**src/phosphor_persistence_splat_buffer_defines.svh**
```systemverilog
// Assertion helpers for the modules of the splat buffer.
`ifndef PHOSPHOR_PERSISTENCE_SPLAT_BUFFER_DEFINES_SVH
`define PHOSPHOR_PERSISTENCE_SPLAT_BUFFER_DEFINES_SVH

// Same-cycle implication, sampled on clk and quiet during reset.
`define PPSB_ASSERT_NOW(label, ante, cons) \
	label: assert property (@(posedge clk) disable iff (!arst_n) (ante) |-> (cons)) \
		else $error("splat buffer check failed");

// Next-cycle implication, sampled on clk and quiet during reset.
`define PPSB_ASSERT_NEXT(label, ante, cons) \
	label: assert property (@(posedge clk) disable iff (!arst_n) (ante) |=> (cons)) \
		else $error("splat buffer check failed");

`endif

```
**src/ppsb_ram.sv**
```systemverilog
module ppsb_ram #(
	parameter int WIDTH = 8,
	parameter int DEPTH = 16
) (
	input  logic                     clk,
	input  logic                     we,
	input  logic [$clog2(DEPTH)-1:0] waddr,
	input  logic [WIDTH-1:0]         wdata,
	input  logic [$clog2(DEPTH)-1:0] raddr,
	output logic [WIDTH-1:0]         rdata
);
	logic [WIDTH-1:0] mem [DEPTH];

	always_ff @(posedge clk) begin
		if (we) begin
			mem[waddr] <= wdata;
		end
		rdata <= mem[raddr];
	end
endmodule

```
**config.mk**
```make
export PLATFORM = sky130hd
export DESIGN_NAME = ppsb_ram
export DESIGN_NICKNAME = d
export VERILOG_FILES = /design/src/phosphor_persistence_splat_buffer_defines.svh /design/src/ppsb_ram.sv
export SDC_FILE = /design/constraint.sdc
export NUM_CORES = 1
export LEC_CHECK = 0
export ABC_CLOCK_PERIOD_IN_PS = 2300
export BUFFER_PORTS_ARGS = -buffer_cell sky130_fd_sc_hd__buf_2
export CORE_ASPECT_RATIO = 0.75
export CORE_MARGIN = 10
export CORE_UTILIZATION = 43
export CTS_BUF_LIST = sky130_fd_sc_hd__clkbuf_8
export CTS_CLUSTER_SIZE = 16
export DETAILED_ROUTE_END_ITERATION = 6
export SETUP_SLACK_MARGIN = 0.02
export SYNTH_ARGS = -nofsm -noshare
export SYNTH_HDL_FRONTEND = slang
export SYNTH_SLANG_ARGS = --single-unit
```
**constraint.sdc**
```tcl
create_clock -name clk -period 2.3 [get_ports clk]
set_input_delay 0.23 -clock clk [delete_from_list [all_inputs] [get_ports clk]]
set_output_delay 0.23 -clock clk [all_outputs]
set_load 0.05 [all_outputs]
```
Yosys cells after proc, flatten, opt, wreduce, memory -nomap -nowiden
Memory sizes are Yosys's and may differ from the RTL's. A register that Yosys moved wholly into a read port is not among the register bits.
Index checks and enable logic that the tools add are counted.
{ "op_classes": {"muxes": 2} }
{ "ops": {"columns": ["op", "n"], "rows": [
  ["two-way mux 1 bit", 2]
]} }
{ "word_totals": {"reg_bits": 0, "inputBits": 18, "wordCells": 3, "ramBits": 128, "output_inout_bits": 8, "mem_count": 1} }
{ "memory_table": {"columns": ["name", "depth", "width", "read_ports", "rd_clocked_by_memory_dff", "write_ports", "line_no", "rtl"], "rows": [
  ["mem", 16, 8, 1, 1, 1, "ppsb_ram.sv:12", "logic [WIDTH-1:0] mem [DEPTH];"]
]} }

Logic depth before layout (Yosys ltp)
{ "depth": {"depth_word": 2, "depth_mapped": 5, "mapped_depth_nobuf": 3} }

Worst setup path before layout
No wires, ideal clock.
{ "synth_timing": {"path_type": "input port to flip-flop", "from": "in waddr[2]", "to": "mem mem[0][0], enable pin", "path_buffers": 0, "setup_slack_ps": 577, "required_time_ps": 1917, "cell_stages": 2, "setup_time_ps": 383, "t_arrival_ps": 1340, "cell_sequence": "or3b_2 > nor3_1"} }
{ "synth_rtl": {"columns": ["item", "line_no", "rtl"], "rows": [
  ["start, declared", "ppsb_ram.sv:7", "input logic [$clog2(DEPTH)-1:0] waddr,"],
  ["end, declared", "ppsb_ram.sv:12", null]
]} }
Straight into the memory's write port.

==> qor.txt <==
die area: 0.01679 mm2
H-tree levels: 4
Die H: 114.8 um
Syn Nets: 247
status: finished clean
fin. max-slew vios: 0
fraction of registers with async set/reset: 0
Post-CTS Resized: 0
Ys Warns: 0
worst-path cell chain: mux4_2 -> a22oi_1 -> nand2_1
Worst VDD drop: 0.4537 mV
worst-margin pin slew: 0.7639 ns
core area: 0.01166 mm2
fin worst setup slack: 0.9423 ns
Post-CTS Setup Inserts: 0
CTS Hold Bufs: 0
share of layout cells above drive strength 1: 0.3153
Reg clk slew, reported paths: 0.08 ns
post-synthesis cell count: 229
min Tclk post-route: 1.358 ns
layout net count: 300
CP delay by family, top: multiplexers
P_leak: 2.025 nW
Root Driver: clkbuf_8
DR iter-0 viols: 146
Worst Hold Class: primary input to flip-flop
total CTS buffers: 17
Synth top cells by count: edfxtp_1 (128), mux4_2 (18), a22oi_1 (16)
Placer Congestion: 0.7543
vias in the first global route: 2,552
width of the die: 146.3 um
ys flop type: edfxtp_1
tightest hold margin: 0.1714 ns
synthesized area per cell: 22.48 um2
post-synthesis cell type count: 19
Crit path buffers/inverters: 0
# diodes: 0
clock net sink count: 136
critical setup path kind: flip-flop to flip-flop
critical path data required time: 2.60 ns
#FFs+latches synth: 136
top cell type by total area after synthesis: edfxtp_1
slowest cell on the critical path: mux4_2
drt wl/cell: 22.45 um
RSZ-0062 raised after global routing: false
GRT Resource Usage Total: 0.1280
synthesized area: 0.005147 mm2
Area contributors post-synth: edfxtp_1 (75%), mux4_2 (7.9%), mux4_1 (7.1%), dfxtp_1 (3.1%), a22oi_1 (2.3%)
Cell Pwr Density: 878.9 mW/mm2
crit start category: flip-flop
Fin Clk Skew: 0.008047 ns
final WL: 10.26 mm
1st-pass router iterations: 4
Initial Utilization: 0.4416
count leader, synth: edfxtp_1
CTS tree: done
Setup crit end kind: flip-flop
CP arrival: 1.66 ns
I/O Buffers: 25
initial antenna violation count: 0
clock latency on the worst-skew pair: 0.44 ns
first-pass GRT wire length: 15.49 mm
largest net degree at the start of global routing: 33
Fin. Hold Viols: 0
Synth top area share: 0.7467
io pins: 26
# rows: 34
DRC: 0
critical path's largest stage delay: 0.48 ns
max frequency: 736.5 MHz
Max Cap Viol: 0
final setup violation count: 0
ANT nets after route: 0
Vias/cell: 5.249
Total Neg Setup Slack: 0 ns
period utilization: 0.5903
register area share after synthesis: 0.7778
Rel. slew slack: 0.4897
Place WS: 0.5807 ns
Max Fanout on Critical Path: 1
total number of vias: 2,399
area growth from synthesis to layout: 16.50%
Clock Tree Buf Depth: 2
total grt overflow: 0
number of flops mapped to enable cells by yosys: 128
-- cells by family (layout without fill, tap and decap cells) --
logic type	after synthesis	count (layout)	synth area share
AOI/OAI and AO/OA	16	16	0.02334
buffers and inverters	10	76	0.01677
DFF	136	136	0.7778
muxes	32	32	0.1502
and+or+nand+nor	35	35	0.03184
-- routing by layer --
metal | up-vias | track usage | share of wire | wire length [um]
li1 | 1076 | - | - | -
met1 | 1254 | 0.1745 | 0.48 | 4912
met2 | 61 | 0.1878 | 0.46 | 4729
met3 | 8 | 0.04633 | 0.052 | 529
met4 | 0 | 0.04258 | 0.0085 | 87
met5 | - | 0 | 0 | 0
-- state kept, by name (all words and copies together), names as in the netlist --
signal  count
mem       128
rdata       8
-- cell usage in the layout (no fill, tap or decap) --
master / count
nand3_1: 1
clkinv_1: 2
or3b_2: 1
dfxtp_1: 8
nor3_1: 4
clkinvlp_4: 2
and2_1: 1
nor2b_1: 1
nand2b_1: 2
inv_6: 1
mux4_1: 14
nand3b_1: 2
buf_4: 17
buf_2: 25
clkbuf_8: 17
edfxtp_1: 128
a22oi_1: 16
mux4_2: 18
buf_12: 2
nand2_1: 9
and2b_1: 1
nor2_1: 13
bufinv_16: 5
clkinv_2: 5
-- final timing paths --
path	cells past startpoint	slack [ns]	from	to
setup reg to reg	3	0.94	mem[10][0]	rdata[0]
setup / recovery	3	0.94	mem[10][0]	rdata[0]
hold / removal	1	0.17	wdata[6]	mem[14][6]
hold reg to reg	3	0.68	mem[11][2]	rdata[2]
-- where the power goes --
part	internal (mW)	total [mW]	switching, mW
Clock	1.27	2.17	0.897
Sequential	2.77	2.79	0.0178
Combinational	0.112	0.314	0.202
-- final cells by class --
class	instances	area, um2
tap	162	202.7
timing repair buffer	44	292.8
sequential	136	4004
fill	942	5659
clock inverter	15	206.4
clock buffer	17	234.0
multi-input combinational	83	1057
-- worst register-to-register path: stages (launching register included) --
cell and delay, ns:
edfxtp_1 0.38, mux4_2 0.48, a22oi_1 0.22, nand2_1 0.13
-- through the flow --
step	std cells	power [mW]	util	area, um2
2_1_floorplan	229	3.033	-	5147
3_3_place_gp	425	3.155	0.4767	5557
3_5_place_dp	425	3.161	0.4767	5557
4_1_cts	457	5.317	0.5145	5997
5_1_grt	457	5.456	0.5145	5997
6_report	457	5.271	0.5145	5997
No activity file was read; power rests on OpenSTA's default activity.
